File: config.mk
export PLATFORM = sky130hd
export DESIGN_NAME = protobuf_scalar_encoder
export DESIGN_NICKNAME = d
export VERILOG_FILES = /design/src/rtl/core/pse_pkg.sv /design/src/rtl/core/protobuf_scalar_encoder.sv /design/src/rtl/core/pse_front.sv /design/src/rtl/core/pse_fifo.sv /design/src/rtl/core/pse_back.sv
export VERILOG_INCLUDE_DIRS = /design/src /design/src/rtl/core
export SDC_FILE = /design/constraint.sdc
export NUM_CORES = 1
export LEC_CHECK = 0
export BUFFER_PORTS_ARGS = -buffer_cell sky130_fd_sc_hd__buf_4
export CAP_MARGIN = 40
export CORE_ASPECT_RATIO = 1.25
export CORE_MARGIN = 4
export CORE_UTILIZATION = 37
export CTS_BUF_LIST = sky130_fd_sc_hd__clkbuf_4 sky130_fd_sc_hd__clkbuf_8 sky130_fd_sc_hd__clkbuf_16
export CTS_CLUSTER_DIAMETER = 40
export DETAILED_ROUTE_END_ITERATION = 10
export SYNTH_ARGS = -nofsm -noshare
export SYNTH_HDL_FRONTEND = slang
export SYNTH_SLANG_ARGS = --single-unit
File: constraint.sdc
create_clock -name i_clk -period 11.8 [get_ports i_clk]
set_clock_uncertainty 0.15 [all_clocks]
set_input_delay 2.95 -clock i_clk [delete_from_list [all_inputs] [get_ports i_clk]]
set_output_delay 2.95 -clock i_clk [all_outputs]
set_load 0.01 [all_outputs]
File: src/rtl/core/protobuf_scalar_encoder_defines.svh
// Assertion macros shared by the encoder modules.
`ifndef PROTOBUF_SCALAR_ENCODER_DEFINES_SVH
`define PROTOBUF_SCALAR_ENCODER_DEFINES_SVH

// Same-cycle implication, checked outside reset.
`define PSE_ASSERT_NOW(lbl, clk, rstn, ante, cons, msg) \
    lbl: assert property (@(posedge clk) disable iff (!rstn) (ante) |-> (cons)) \
        else $error(msg);

// Next-cycle implication, checked outside reset.
`define PSE_ASSERT_NEXT(lbl, clk, rstn, ante, cons, msg) \
    lbl: assert property (@(posedge clk) disable iff (!rstn) (ante) |=> (cons)) \
        else $error(msg);

`endif

File: src/rtl/core/pse_pkg.sv
// Types and constants shared by the scalar encoder modules.
`default_nettype none
package pse_pkg;

    typedef enum logic [3:0] {
        KIND_INT32    = 4'd0,
        KIND_INT64    = 4'd1,
        KIND_UINT32   = 4'd2,
        KIND_UINT64   = 4'd3,
        KIND_SINT32   = 4'd4,
        KIND_SINT64   = 4'd5,
        KIND_BOOL     = 4'd6,
        KIND_FIXED32  = 4'd7,
        KIND_SFIXED32 = 4'd8,
        KIND_FLOAT    = 4'd9,
        KIND_FIXED64  = 4'd10,
        KIND_SFIXED64 = 4'd11,
        KIND_DOUBLE   = 4'd12
    } t_kind;

    localparam logic [7:0] CONT_BIT   = 8'h80;
    localparam int         FIFO_DEPTH = 4;
    localparam int         FIFO_AW    = $clog2(FIFO_DEPTH);
    localparam int         FIFO_CW    = $clog2(FIFO_DEPTH + 1);

    // One classified value waiting for the byte emitter.
    typedef struct packed {
        logic [63:0] word;
        logic        varint;
        logic [3:0]  count;
    } t_pse_item;

endpackage
`default_nettype wire

File: src/rtl/core/protobuf_scalar_encoder.sv
// Top level of the Protocol Buffers scalar encoder.
//
//  Channel   Direction  Payload
//  s (in)    input      tdata = value[63:0], tuser = kind[3:0]
//  m (out)   output     tdata = out_byte[7:0], tlast = last_byte
//
// The output carries one byte a cycle while the sink is ready; a value has 1 to 10
// wire bytes, all sent by the single byte emitter in the back end.
// The front end classifies a word in the cycle it is taken and queues it
// (four entries), so input and output stall independently of each other.
// Words with an unused kind code are taken and produce no bytes.
// Reset is synchronous and active low; it empties the queue and the emitter.
`default_nettype none
module protobuf_scalar_encoder
    import pse_pkg::*;
(
    input  wire logic        i_clk,
    input  wire logic        i_rst_n,
    input  wire logic        i_s_tvalid,
    output logic             o_s_tready,
    input  wire logic [63:0] i_s_tdata,   // value[63:0]
    input  wire logic [3:0]  i_s_tuser,   // kind[3:0]
    output logic             o_m_tvalid,
    input  wire logic        i_m_tready,
    output logic [7:0]       o_m_tdata,   // out_byte[7:0]
    output logic             o_m_tlast    // last_byte
);

    logic      w_push;
    t_pse_item w_in_item;
    logic      w_full;
    logic      w_pop;
    logic      w_q_valid;
    t_pse_item w_q_item;

    pse_front u_front (
        .i_s_tvalid (i_s_tvalid),
        .o_s_tready (o_s_tready),
        .i_s_tdata  (i_s_tdata),
        .i_s_tuser  (i_s_tuser),
        .i_full     (w_full),
        .o_push     (w_push),
        .o_item     (w_in_item)
    );

    pse_fifo u_fifo (
        .i_clk   (i_clk),
        .i_rst_n (i_rst_n),
        .i_push  (w_push),
        .i_item  (w_in_item),
        .o_full  (w_full),
        .i_pop   (w_pop),
        .o_valid (w_q_valid),
        .o_item  (w_q_item)
    );

    pse_back u_back (
        .i_clk      (i_clk),
        .i_rst_n    (i_rst_n),
        .i_valid    (w_q_valid),
        .i_item     (w_q_item),
        .o_pop      (w_pop),
        .o_m_tvalid (o_m_tvalid),
        .i_m_tready (i_m_tready),
        .o_m_tdata  (o_m_tdata),
        .o_m_tlast  (o_m_tlast)
    );

endmodule
`default_nettype wire

File: src/rtl/core/pse_front.sv
// Front end: accepts input words, maps them to a code word and byte count.
`default_nettype none
module pse_front
    import pse_pkg::*;
(
    input  wire logic        i_s_tvalid,
    output logic             o_s_tready,
    input  wire logic [63:0] i_s_tdata,   // value[63:0]
    input  wire logic [3:0]  i_s_tuser,   // kind[3:0]
    input  wire logic        i_full,
    output logic             o_push,
    output t_pse_item        o_item
);

    logic [63:0] w_vi;
    logic        w_known;
    logic [3:0]  w_vcnt;

    always_comb begin
        w_vi    = i_s_tdata;
        w_known = 1'b1;
        o_item  = '0;
        unique case (i_s_tuser)
            KIND_INT32: begin
                w_vi = {{32{i_s_tdata[31]}}, i_s_tdata[31:0]};
            end
            KIND_INT64, KIND_UINT64: begin
                w_vi = i_s_tdata;
            end
            KIND_UINT32: begin
                w_vi = {32'd0, i_s_tdata[31:0]};
            end
            KIND_SINT32: begin
                w_vi = {32'd0, {i_s_tdata[30:0], 1'b0} ^ {32{i_s_tdata[31]}}};
            end
            KIND_SINT64: begin
                w_vi = {i_s_tdata[62:0], 1'b0} ^ {64{i_s_tdata[63]}};
            end
            default: begin
                w_vi = i_s_tdata;
            end
        endcase

        // Varint length: one byte per 7-bit group up to the highest non-zero group, at least one.
        w_vcnt = 4'd1;
        for (int k = 1; k < 10; k++) begin
            if ((w_vi >> (7 * k)) != 64'd0) begin
                w_vcnt = 4'(k + 1);
            end
        end

        unique case (i_s_tuser)
            KIND_INT32, KIND_INT64, KIND_UINT32, KIND_UINT64, KIND_SINT32, KIND_SINT64: begin
                o_item.word   = w_vi;
                o_item.varint = 1'b1;
                o_item.count  = w_vcnt;
            end
            KIND_BOOL: begin
                o_item.word   = {63'd0, |i_s_tdata};
                o_item.varint = 1'b0;
                o_item.count  = 4'd1;
            end
            KIND_FIXED32, KIND_SFIXED32, KIND_FLOAT: begin
                o_item.word   = i_s_tdata;
                o_item.varint = 1'b0;
                o_item.count  = 4'd4;
            end
            KIND_FIXED64, KIND_SFIXED64, KIND_DOUBLE: begin
                o_item.word   = i_s_tdata;
                o_item.varint = 1'b0;
                o_item.count  = 4'd8;
            end
            default: begin
                w_known = 1'b0;
            end
        endcase
    end

    // Words with an unused kind are taken and dropped.
    assign o_s_tready = !i_full;
    assign o_push     = i_s_tvalid && !i_full && w_known;

endmodule
`default_nettype wire

File: src/rtl/core/pse_fifo.sv
// Short queue of classified items between the front end and the emitter.
`default_nettype none
`include "protobuf_scalar_encoder_defines.svh"
module pse_fifo
    import pse_pkg::*;
(
    input  wire logic      i_clk,
    input  wire logic      i_rst_n,
    input  wire logic      i_push,
    input  wire t_pse_item i_item,
    output logic           o_full,
    input  wire logic      i_pop,
    output logic           o_valid,
    output t_pse_item      o_item
);

    t_pse_item            r_mem [FIFO_DEPTH];
    logic [FIFO_AW-1:0]   r_wr, n_wr;
    logic [FIFO_AW-1:0]   r_rd, n_rd;
    logic [FIFO_CW-1:0]   r_count, n_count;

    always_comb begin
        n_wr    = i_push ? FIFO_AW'(r_wr + 1'b1) : r_wr;
        n_rd    = i_pop  ? FIFO_AW'(r_rd + 1'b1) : r_rd;
        n_count = FIFO_CW'(r_count + FIFO_CW'(i_push) - FIFO_CW'(i_pop));
    end

    always_ff @(posedge i_clk) begin
        if (!i_rst_n) begin
            r_wr    <= '0;
            r_rd    <= '0;
            r_count <= '0;
        end else begin
            r_wr    <= n_wr;
            r_rd    <= n_rd;
            r_count <= n_count;
        end
    end

    always_ff @(posedge i_clk) begin
        if (i_push) begin
            r_mem[r_wr] <= i_item;
        end
    end

    assign o_full  = (r_count == FIFO_CW'(FIFO_DEPTH));
    assign o_valid = (r_count != '0);
    assign o_item  = r_mem[r_rd];

    `PSE_ASSERT_NOW(a_no_overflow, i_clk, i_rst_n, i_push, !o_full || i_pop, "push into a full queue")
    `PSE_ASSERT_NOW(a_no_underflow, i_clk, i_rst_n, i_pop, o_valid, "pop from an empty queue")
    `PSE_ASSERT_NOW(a_count_range, i_clk, i_rst_n, 1'b1, r_count <= FIFO_CW'(FIFO_DEPTH), "queue count out of range")

endmodule
`default_nettype wire

File: src/rtl/core/pse_back.sv
// Back end: emits the bytes of one queued item at a time into the output register.
`default_nettype none
`include "protobuf_scalar_encoder_defines.svh"
module pse_back
    import pse_pkg::*;
(
    input  wire logic      i_clk,
    input  wire logic      i_rst_n,
    input  wire logic      i_valid,
    input  wire t_pse_item i_item,
    output logic           o_pop,
    output logic           o_m_tvalid,
    input  wire logic      i_m_tready,
    output logic [7:0]     o_m_tdata,   // out_byte[7:0]
    output logic           o_m_tlast    // last_byte
);

    logic        r_busy, n_busy;
    logic [63:0] r_word, n_word;
    logic        r_varint, n_varint;
    logic [3:0]  r_left, n_left;
    logic        r_out_valid, n_out_valid;
    logic [7:0]  r_out_byte, n_out_byte;
    logic        r_out_last, n_out_last;

    logic       w_last;
    logic [7:0] w_byte;
    logic       w_adv;
    logic       w_load;

    always_comb begin
        w_last = (r_left == 4'd1);
        // Every varint byte but the last carries the continuation flag.
        w_byte = (r_varint && !w_last) ? (CONT_BIT | {1'b0, r_word[6:0]}) : r_word[7:0];
        w_adv  = r_busy && (!r_out_valid || i_m_tready);
        w_load = i_valid && (!r_busy || (w_adv && w_last));

        n_busy      = r_busy;
        n_word      = r_word;
        n_varint    = r_varint;
        n_left      = r_left;
        n_out_valid = r_out_valid;
        n_out_byte  = r_out_byte;
        n_out_last  = r_out_last;

        if (w_adv) begin
            n_out_valid = 1'b1;
            n_out_byte  = w_byte;
            n_out_last  = w_last;
            n_word      = r_varint ? (r_word >> 7) : (r_word >> 8);
            n_left      = r_left - 4'd1;
            if (w_last) begin
                n_busy = 1'b0;
            end
        end else if (i_m_tready) begin
            n_out_valid = 1'b0;
        end

        if (w_load) begin
            n_busy   = 1'b1;
            n_word   = i_item.word;
            n_varint = i_item.varint;
            n_left   = i_item.count;
        end
    end

    always_ff @(posedge i_clk) begin
        if (!i_rst_n) begin
            r_busy      <= 1'b0;
            r_out_valid <= 1'b0;
        end else begin
            r_busy      <= n_busy;
            r_out_valid <= n_out_valid;
        end
    end

    always_ff @(posedge i_clk) begin
        r_word     <= n_word;
        r_varint   <= n_varint;
        r_left     <= n_left;
        r_out_byte <= n_out_byte;
        r_out_last <= n_out_last;
    end

    assign o_pop      = w_load;
    assign o_m_tvalid = r_out_valid;
    assign o_m_tdata  = r_out_byte;
    assign o_m_tlast  = r_out_last;

    `PSE_ASSERT_NOW(a_left_range, i_clk, i_rst_n, r_busy, (r_left != 4'd0) && (r_left <= 4'd10), "bytes left out of range while busy")
    `PSE_ASSERT_NEXT(a_cont_flag, i_clk, i_rst_n, w_adv && r_varint && !w_last, o_m_tdata[7] && !o_m_tlast, "varint byte lost its continuation flag")
    `PSE_ASSERT_NOW(a_load_when_free, i_clk, i_rst_n, w_load && r_busy, w_adv && w_last, "new item loaded over an unfinished one")

endmodule
`default_nettype wire
[Yosys cells after proc, flatten, opt, wreduce, memory -nomap -nowiden]
Memory sizes are Yosys's and may differ from the RTL's. A register that Yosys moved wholly into a read port is not among the register bits.
Cells that the tools add are included.
Word-level totals
  output and inout port bits: 11
  bits of input ports: 72
  RAM bits: 276
  word-level logic and storage cells: 90
  memories: 1
  register bits: 87
Cells by class
  reductions and logical operators: 31
  add/sub/neg operators: 5
  muxes and demuxes: 26
  bitwise operators: 2
  equality and inequality tests: 14
Memory list
  u_fifo.r_mem: depth 4, bits a word 69, read ports 1, clocked after memory_dff 1, write ports 1, RTL line pse_fifo.sv:17  | t_pse_item r_mem [FIFO_DEPTH];
Operators by type and width (count)
  64-bit nonzero test: 8
  69-bit one-hot mux with 4 select lines: 1
  64-bit one-hot mux with 4 select lines: 1
  64-bit 2-to-1 mux: 2
  64-bit OR reduction: 1
  64-bit XOR: 1
  57-bit 2-to-1 mux: 1
  4-bit 2-to-1 mux: 10
  32-bit XOR: 1
  4-bit equality test (second input constant): 5
  4-bit by 3-bit equality test with 1-bit output (second input constant): 4
  13-bit OR reduction: 1
  4-bit by 1-bit equality test with 1-bit output (second input constant): 2
  4-bit by 2-bit equality test with 1-bit output (second input constant): 2
  1-bit 2-to-1 mux: 8
  1-bit logical AND: 6
  2-bit 2-to-1 mux: 3
  2-bit nonzero test: 3
  3-bit OR reduction: 2
  6-bit OR reduction: 1
  2-bit by 1-bit adder with 2-bit output (second input constant): 2
  1-bit zero test: 4
  4-bit zero test: 1
  4-bit by 1-bit subtractor with 4-bit output (second input constant): 1
  6 further kinds: 7

[Depth between registers and ports, before layout]
Gate-level depths: netlist (run 1).
  depth in word-level cells: 13
  gate-level depth with buffers: 14
  mapped depth without buffers: 14

[Cells and area by module]
From an unflattened synthesis (run 1), not the netlist that was laid out.
Second synthesis, totals
  cells, all modules: 1121
  area total of the unflattened synthesis: 17608.1 sq um
By module, submodules not included
  pse_fifo: instances 1, sequential area each 8468.1 sq um, area each 10411.2 sq um, cells an instance 404
  pse_back: instances 1, sequential area each 2382.3 sq um, area each 4231.6 sq um, cells an instance 240
  pse_front: instances 1, sequential area each 0.0 sq um, area each 2965.3 sq um, cells an instance 477

[Worst setup path after synthesis (run 1)]
OpenSTA, ideal clock, no wires.
  path kind: input to register
  from: input i_s_tuser[0]
  to: memory u_fifo.r_mem[0][0] (netlist bit) (enable)
  required time: 11215 ps
  data arrival time: 5429 ps
  stages on the path: 5
  path slack: 5786 ps
  buffers on the path: 2
  library setup time: 435 ps
  cell sequence: clkbuf_1 clkbuf_1 o21ai_0 o211a_1 and2_1
Between the ends
  longest elaborated chain between the ends: 6
  elaborated cells on any way between the ends: 18
  classes of those cells: eq/ne (12); mux (3); reduce/logical (3)
Ends and longest elaborated chain
  start: declaration: RTL line protobuf_scalar_encoder.sv:22  | input wire logic [3:0] i_s_tuser,
  4-bit by 1-bit equality test with 1-bit output, or another cell as far along: RTL line pse_front.sv:52  | unique case (i_s_tuser)
  13-bit OR reduction (no source line) *
  1-bit 2-to-1 mux *: RTL line pse_front.sv:52
  1-bit logical AND *: RTL line pse_front.sv:81  | assign o_push = i_s_tvalid && !i_full && w_known;
  1-bit 2-to-1 mux *: RTL line pse_fifo.sv:41  | if (i_push) begin
  1-bit 2-to-1 mux (not written as such) *: RTL line pse_fifo.sv:42  | r_mem[r_wr] <= i_item;
  end: declaration: RTL line pse_fifo.sv:17
Every way passes the cells marked *; elsewhere a longest branch is shown, timed or not.

==> results of run 1 <==
cells by family (layout without fill, tap and decap cells):
| family | count (synthesis) | in the layout | share of synthesized area, % |
|---|---|---|---|
| DFF | 365 | 365 | 64.7 |
| and+or+nand+nor | 281 | 281 | 7.70 |
| AOI/OAI and AO/OA | 226 | 226 | 8.11 |
| muxes | 129 | 129 | 12.9 |
| buffers and inverters | 97 | 193 | 2.24 |
| xor gates and xnor gates | 68 | 68 | 3.55 |
| adders and majority gates | 11 | 11 | 0.865 |
power by group through the flow:
stage                     Clock (mW)  Combinational [mW]  Sequential, mW
after floorplan                    0               0.820            1.89
after global placement             0                1.09            1.97
after detailed placement           0                1.14            1.97
after CTS                       1.28                1.14            1.94
after global routing            1.34                1.23            1.97
final                           1.25                1.12            1.94
through the flow:
step | instance area (sq um) | worst slack (ns) | total power [mW]
after floorplan | 16800 | 5.79 | 2.71
after global placement | 17900 | 5.10 | 3.07
after detailed placement | 18000 | 5.24 | 3.11
after CTS | 19400 | 5.78 | 4.37
after global routing | 19400 | 5.51 | 4.54
final | 19400 | 5.76 | 4.31
layer usage:
layer / vias up / share of wire [%] / track usage [%]
met5: - / 0 / 0
met4: 0 / 2.7 / 5.21
met3: 53 / 6.1 / 2.54
met2: 344 / 49 / 27.8
met1: 5010 / 42 / 22.0
li1: 4682 / - / -
registers in the layout, summed over array words and instances (netlist names), 2 cells and up, named ones only:
| signal | flops |
|---|---|
| u_back.o_m_tdata | 8 |
| u_back.r_word | 64 |
| u_fifo.r_mem | 276 |
| u_back.r_left | 4 |
| u_fifo.r_count | 3 |
| u_fifo.r_wr | 2 |
| u_fifo.r_rd | 2 |
worst register-to-register path: stages, from the launching register on:
cell      delay [ns]
edfxtp_1        0.44
ha_1            0.23
nand2_1         0.15
o21ai_0         0.19
o31ai_4         0.09
buf_4           0.44
inv_1           0.36
ha_1            0.37
inv_1           0.06
ha_1            0.12
inv_1           0.05
fa_1            0.40
xnor2_1         0.15
xnor2_1         0.13
and2_1          0.16
synthesized netlist by cell type (all sizes together) (3+ instances only):
master,instances
a21o,4
nor2b,6
or4,6
xor2,7
o221a,3
o22ai,4
o32ai,3
o21ai,80
dfxtp,11
clkbuf,59
and2,18
o31ai,4
o221ai,3
nor4,13
a22o,6
mux4,69
o32a,5
nand3,6
or3,5
o21a,5
ha,10
a21oi,76
xnor2,61
a31oi,6
nor2,104
nand4,12
nand2,84
buf,20
nor3,13
o211ai,4
inv,18
mux2i,59
edfxtp,354
final timing paths:
kind,end,cells after the start,slack [ns],startpoint
setup reg to reg,u_fifo.r_count[2],14,8.23,u_back.r_left[0]
hold / removal,u_back.o_m_tdata[1],0,0.27,u_back.r_word[1]
hold reg to reg,u_back.o_m_tdata[1],0,0.27,u_back.r_word[1]
setup / recovery,u_fifo.r_mem[1][2],10,5.76,i_s_tuser[2]
layout make-up:
cell class              count  area, sq um
fillers                  3996        25000
flip-flops and latches    365        10900
multi-input cells         715         5570
clock buffers              50         1130
repair buffers            101          831
well taps                 572          716
clock inverters            24          233
inverters                  18         67.6
==> reports/metrics.yaml, run 1 <==
outcome:
  status: "completed"
clock_network:
  clk_pin_slew_ns: 0.05
  cts-root-buf: "clkbuf_16"
  cts.sinks: 365
  htreeDepth: 2
  clk_path_buf_depth: 3
  insertion_delay_ns: 0.53
  cts_setup_buffers: 0
  numCtsBuffers: 43
  ctsResizeCount: 0
  holdBufCountCts: 0
  cts_tree: "built"
die:
  core_sq_um: 44400
  start_util_pct: 37.7
  fp.dieH_microns: 246
  die_w_microns: 198
  die_area_sq_um: 48800
  io_pins: 83
  rows: 86
placement:
  dpl.cell_count: 1771
  numPortBuffers: 82
  gp_congestion: 0.877
  dp_hpwl_mm: 26.4
route:
  drtPass1Iterations: 5
  ant_nets: 0
  via_count: 10089
  drt_iter0_drc: 871
  wl_mm: 40.2
  drc: 0
  wl_per_cell_microns: 21.8
  avgViaCountPerCell: 5.47
yosys:
  syn_area_sq_um: 16800
  ys_seq_elements: 365
  ys_async_sr_fraction_pct: 0
  synth_ff_type: "edfxtp_1"
  synth_top_area_cell: "edfxtp_1"
  synth_edf_count: 354
  synth_area_leaders: "edfxtp_1, mux4_2, mux2i_1, xnor2_1, o21ai_0"
  seq_area_frac_synth_pct: 64.7
  synth_area_per_cell_sq_um: 14.3
  yosys_warnings: 0
  ys_types: 64
  syn_nets: 1260
  syn_inst: 1177
  synth.top_cell.area_share_pct: 63.4
worst_setup_path:
  critPathLaunchType: "input pin"
  worstPathCellList: "buf_4, a21o_1, inv_1, buf_16, and2_1, or3_1, a221oi_1, nand2_1, a311oi_1, o221a_2"
  required_ns: 12.03
  max_stage_delay_ns: 0.64
  cp_max_fo: 26
  critPathBufInv: 3
  endpoint_kind: "register"
  crit_slowest_cell: "a21o_1"
  critical_path_class: "input pin to register"
  crit_family: "compound AO/OA/AOI/OAI gates"
  arrival_ns: 6.27
sta:
  timing.slew.headroom_pct: 39.6
  fmax_ghz: 0.166
  finalSetupTns_ns: 0
  timing.hold.ws_ns: 0.269
  min_period_ns: 6.04
  finalHoldViolations: 0
  finalSetupViolations: 0
  worst_pin_slew_ns: 0.901
  finalCritPeriodShare_pct: 51.2
  report.final.slew_viol_count: 0
  rsz0062_at_grt: "no"
power:
  p_seq_share_pct: 44.9
  irDropWorstVdd_mv: 0.135
  pwr-share-comb_pct: 26.0
  cellPowerDensity_nw_per_um2: 222
  p_clk_share_pct: 29.1
  p_sw_share_pct: 29.8
  switchingPower_mw: 1.28
  p_leak_nw: 6.58
  intPower_mw: 3.03
finish:
  nNetsFinal: 1327
  final_cells: 1845
  fin_util_pct: 43.7
  mostFrequentLayoutCells: "edfxtp_1, nor2_1, buf_4"
  final_common_cell: "edfxtp_1"
  antenna_cells: 0
  drive_gt1_share_pct: 19.9
  layout-area-overhead-vs-synth_pct: 15.7
grt:
  grt_pass1_wl_mm: 61.5
  grt_max_degree: 81
  grtUsageTotal_pct: 16.5
  grt_pass1_vias: 10134
  antenna_found_initial: 0
  grt_overflow: 0
flow_run:
  cap_violations: 0
min_path:
  hp-class: "register to register"
Note: power is estimated with default switching activity, not from simulation.
==> run 2, diff against run 1 <==
- clock period: 11.8 -> 5.4 ns (I/O delays scaled with it)
==> reports/metrics.yaml, run 2 (synthesis results as in run 1) <==
outcome:
  status: "completed"
min_path:
  hp-class: "register to register"
sta:
  fmax_ghz: 0.273
  finalSetupTns_ns: 0  # unchanged
  worst_slack_ns: 1.73  # -4.03 ns
  report.final.slew_viol_count: 0  # unchanged
  worst_pin_slew_ns: 0.945  # +0.0440 ns
  timing.slew.headroom_pct: 36.6  # -3.0 points
  finalCritPeriodShare_pct: 67.9
  min_period_ns: 3.67
  rsz0062_at_grt: "no"
  finalSetupViolations: 0  # unchanged
  finalHoldViolations: 0  # unchanged
clock_network:
  cts_tree: "built"
  insertion_delay_ns: 0.54  # about the same
  clk_path_buf_depth: 3  # unchanged
  clk_pin_slew_ns: 0.06  # about the same
  htreeDepth: 2  # unchanged
  numCtsBuffers: 46  # +7.0%
  ctsResizeCount: 0  # unchanged
  holdBufCountCts: 0  # unchanged
  cts.sinks: 365  # unchanged
  cts-root-buf: "clkbuf_16"
  cts_setup_buffers: 0  # unchanged
grt:
  grtUsageTotal_pct: 16.5  # about the same
  antenna_found_initial: 0  # unchanged
  grt_overflow: 0  # unchanged
  grt_pass1_wl_mm: 61.6  # +0.11%
  grt_pass1_vias: 10310  # +1.7%
  grt_max_degree: 66  # -19%
worst_setup_path:
  endpoint_kind: "register"
  arrival_ns: 3.79  # -2.48 ns
  required_ns: 5.53  # -6.50 ns
  critPathLaunchType: "input pin"
  cp_max_fo: 51  # +96%
  critical_path_class: "input pin to register"
route:
  wl_mm: 40.4  # +0.33%
  wl_per_cell_microns: 21.7  # -0.38%
  drtPass1Iterations: 5  # unchanged
  ant_nets: 0  # unchanged
  via_count: 10214  # +1.2%
  drt_iter0_drc: 1013  # +16%
  avgViaCountPerCell: 5.50  # +0.53%
  drc: 0  # unchanged
power:
  irDropWorstVdd_mv: 0.268  # +98%
  finalPower_mw: 9.80  # +130%
  p_leak_nw: 6.70  # +1.8%
  cellPowerDensity_nw_per_um2: 499  # +120%
finish:
  layout-area-overhead-vs-synth_pct: 17.2
  multi_input_area_sq_um: 5570  # unchanged
  largest_register_ffs: 276  # unchanged
  antenna_cells: 0  # unchanged
  final_common_cell: "edfxtp_1"
  nNetsFinal: 1333  # +0.45%
  fillers: 3971  # -0.63%
  mostFrequentLayoutCells: "edfxtp_1, nor2_1, buf_4"
  drive_gt1_share_pct: 20.4  # +0.50 points
  top_register: "u_fifo.r_mem"
  seq_area_sq_um: 10900  # unchanged
die:
  die_w_microns: 198  # unchanged
  core_sq_um: 44400  # unchanged
  rows: 86  # unchanged
  die_area_sq_um: 48800  # unchanged
  start_util_pct: 37.7  # unchanged
  fp.dieH_microns: 246  # unchanged
  io_pins: 83  # unchanged
placement:
  gp_congestion: 0.861  # -1.9%
  dpl_worst_slack_ns: 1.23  # -4.01 ns
  dp_hpwl_mm: 26.4  # about the same
  numPortBuffers: 82  # unchanged
flow_run:
  cap_violations: 0  # unchanged
## run 2: changes by cell type in the layout (fill, tap and decap cells not counted), moves of 2 or more
cell / change
buf_12: +3
buf_16: -2
bufinv_16: +4
clkbuf_16: +4
clkbuf_4: -4
clkinv_1: +4
## run 2: final timing paths
| path | start | end | slack (ns) | depth (start not counted) |
|---|---|---|---|---|
| worst max-delay path | i_s_tdata[63] | u_fifo.r_mem[3][2] | 1.73 | 8 |
| worst min-delay path | u_back.r_word[4] | u_back.o_m_tdata[4] | 0.27 | 0 |
| worst max register to register | u_back.r_left[1] | u_fifo.r_count[2] | 2.19 | 14 |
| worst min register to register | u_back.r_word[4] | u_back.o_m_tdata[4] | 0.27 | 0 |
## run 2: critical path, cell delays in order
cell      delay (ns)
buf_4           0.53
mux2i_1         0.40
nor2_1          0.32
nand4_1         0.13
a221oi_1        0.33
and4_1          0.28
a311oi_1        0.09
o221a_2         0.32
## run 2: per-layer routing
| layer | GRT usage (%) | part of all wire (%) | routed length (microns) | up-vias |
|---|---|---|---|---|
| li1 | - | - | - | 4702 |
| met1 | 22.1 | 42 | 16900 | 5105 |
| met2 | 27.2 | 49 | 19700 | 334 |
| met3 | 2.49 | 5.7 | 2310 | 73 |
| met4 | 6.38 | 3.5 | 1430 | 0 |
| met5 | 0 | 0 | 0 | - |
## run 2: final cells by class
type / instances / share of cell area [%]
Clock buffer: 50 / 6.10
Sequential cell: 365 / 55.2
Tap cell: 572 / 3.64
Clock inverter: 34 / 2.04
Multi-Input combinational cell: 715 / 28.3
Timing Repair Buffer: 104 / 4.31
Inverter: 18 / 0.344
## run 2: stage by stage
| stage | instances | hold slack, ns | utilization (%) | area (sq um) |
|---|---|---|---|---|
| after floorplan | 1177 | 0.250 | - | 16800 |
| after global placement | 1772 | 0.252 | 40.6 | 18000 |
| final | 1858 | 0.268 | 44.2 | 19700 |
| after CTS | 1858 | 0.270 | 44.2 | 19700 |
| after global routing | 1858 | 0.281 | 44.2 | 19700 |
| after detailed placement | 1774 | 0.256 | 40.6 | 18100 |
## run 2: report_power, final
part / total, mW / internal [mW] / switching [mW]
logic: 2.43 / 1.04 / 1.39
clock network: 3.13 / 1.96 / 1.17
registers: 4.25 / 3.93 / 0.318
total: 9.80 / 6.93 / 2.88
==> run 3, diff against run 2 <==
- clock period: 5.4 -> 3.6 ns (I/O delays scaled with it)
==> reports/metrics.yaml, run 3 (synthesis results as in run 1) <==
finish:
  final_cells: 1890  # +1.7%
  top_register: "u_fifo.r_mem"
  layout-area-overhead-vs-synth_pct: 18.7
  fin_area_sq_um: 19900  # +1.3%
  final_common_cell: "edfxtp_1"
  largest_register_ffs: 276  # unchanged
  mostFrequentLayoutCells: "edfxtp_1, buf_4, nor2_1"
  nNetsFinal: 1368  # +2.6%
  fillers: 3968  # -0.076%
  drive_gt1_share_pct: 22.8  # +2.4 points
die:
  rows: 86  # unchanged
  start_util_pct: 37.7  # unchanged
  io_pins: 83  # unchanged
  die_w_microns: 198  # unchanged
  die_area_sq_um: 48800  # unchanged
  fp.dieH_microns: 246  # unchanged
  core_sq_um: 44400  # unchanged
worst_setup_path:
  required_ns: 3.73  # -1.80 ns
  endpoint_kind: "register"
  r2r-start: "u_back.r_left[1]"
  critical_path_class: "input pin to register"
  critPathLaunchType: "input pin"
  endpoint: "u_fifo.r_mem[1][5]"
  cp_max_fo: 4  # -92%
  arrival_ns: 3.21  # -0.58 ns
  rrSetupSlack_ns: 0.74  # -1.45 ns
  rr_worst_depth: 14  # unchanged
  r2r_end: "u_fifo.r_count[2]"
  crit_start: "i_s_tdata[42]"
route:
  drtPass1Iterations: 5  # unchanged
  via_count: 10399  # +1.8%
  wl_mm: 41.0  # +1.6%
  avgViaCountPerCell: 5.50  # about the same
  ant_nets: 0  # unchanged
  drc: 0  # unchanged
  drt_iter0_drc: 799  # -21%
  wl_per_cell_microns: 21.7  # -0.15%
sta:
  finalHoldViolations: 0  # unchanged
  report.final.slew_viol_count: 0  # unchanged
  finalSetupViolations: 0  # unchanged
  finalSetupTns_ns: 0  # unchanged
  rsz0062_at_grt: "no"
  timing.slew.headroom_pct: 46.3  # +9.7 points
  fmax_ghz: 0.324
  finalCritPeriodShare_pct: 85.7
  min_period_ns: 3.08
  worst_pin_slew_ns: 0.803  # -0.141 ns
  timing.hold.ws_ns: 0.270  # +0.00205 ns
clock_network:
  holdBufCountCts: 0  # unchanged
  cts_tree: "built"
  cts-root-buf: "clkbuf_16"
  numCtsBuffers: 44  # -4.3%
  cts_setup_buffers: 0  # unchanged
  insertion_delay_ns: 0.55  # about the same
  htreeDepth: 2  # unchanged
  cts.sinks: 365  # unchanged
  ctsResizeCount: 0  # unchanged
  clk_path_buf_depth: 3  # unchanged
  clk_pin_slew_ns: 0.06  # about the same
grt:
  antenna_found_initial: 3  # +3
  grt_pass1_wl_mm: 63.0  # +2.2%
  grtUsageTotal_pct: 16.8  # +0.25 points
  grt_max_degree: 124  # +88%
  grt_overflow: 0  # unchanged
  grt_pass1_vias: 10504  # +1.9%
placement:
  gp_congestion: 0.850  # -1.2%
  numPortBuffers: 82  # unchanged
  dp_hpwl_mm: 26.8  # +1.2%
  placed_area_sq_um: 18400  # +2.1%
  dpl.cell_count: 1811  # +2.1%
power:
  cellPowerDensity_nw_per_um2: 730  # +46%
  irDropWorstVdd_mv: 0.646  # +140%
  p_leak_nw: 6.85  # +2.4%
outcome:
  status: "completed"
min_path:
  hp-class: "register to register"
flow_run:
  cap_violations: 0  # unchanged
[run 3: area by class of cell]
| class | instances | area, sq um | area share [%] |
|---|---|---|---|
| Multi-Input combinational cell | 715 | 5570 | 28.0 |
| Antenna cell | 2 | 5.00 | 0.0251 |
| Timing Repair Buffer | 141 | 1220 | 6.13 |
| Clock buffer | 52 | 1180 | 5.92 |
| Clock inverter | 25 | 289 | 1.45 |
| Inverter | 18 | 67.6 | 0.339 |
| Tap cell | 572 | 716 | 3.59 |
| Sequential cell | 365 | 10900 | 54.5 |
[run 3: worst min path at each step]
stage | from | slack [ns] | end | cells past startpoint
CTS | u_back.r_word[2] | 0.27 | u_back.o_m_tdata[2] | 0
floorplan | u_back.r_word[0] | 0.25 | u_back.o_m_tdata[0] | 0
global route | u_back.r_word[5] | 0.28 | u_back.o_m_tdata[5] | 0
finish | u_back.r_word[0] | 0.27 | u_back.o_m_tdata[0] | 0
global placement | u_back.r_word[3] | 0.25 | u_back.o_m_tdata[3] | 0
detailed placement | u_back.r_word[0] | 0.26 | u_back.o_m_tdata[0] | 0
[run 3: per-stage QoR]
stage	setup WS, ns	power, mW	util (%)
detailed placement	-0.0324	10.2	41.5
CTS	0.543	14.7	44.8
floorplan	0.226	8.89	-
finish	0.515	14.5	44.8
global route	0.433	15.3	44.8
global placement	-0.00299	10.1	41.5
[run 3: power breakdown]
group	switching, mW	total [mW]	internal, mW	leakage [nW]
logic	2.17	3.80	1.63	2.72
clock network	1.74	4.40	2.66	0.732
registers	0.441	6.33	5.89	3.40
[run 3: per-layer routing]
metal / part of all wire (%) / wire length (microns) / track usage, % / vias to the layer above
li1: - / - / - / 4769
met1: 43 / 17800 / 22.8 / 5225
met2: 49 / 20100 / 28.1 / 348
met3: 5.8 / 2380 / 2.56 / 57
met4: 2.0 / 810 / 4.67 / 0
met5: 0 / 0 / 0 / -
[run 3: worst max-delay path, cell delays in order]
cell and delay, ns:
buf_4 0.11, or3_1 0.49, or4_1 0.42, or4_1 0.40, or4_1 0.51, a221o_1 0.38
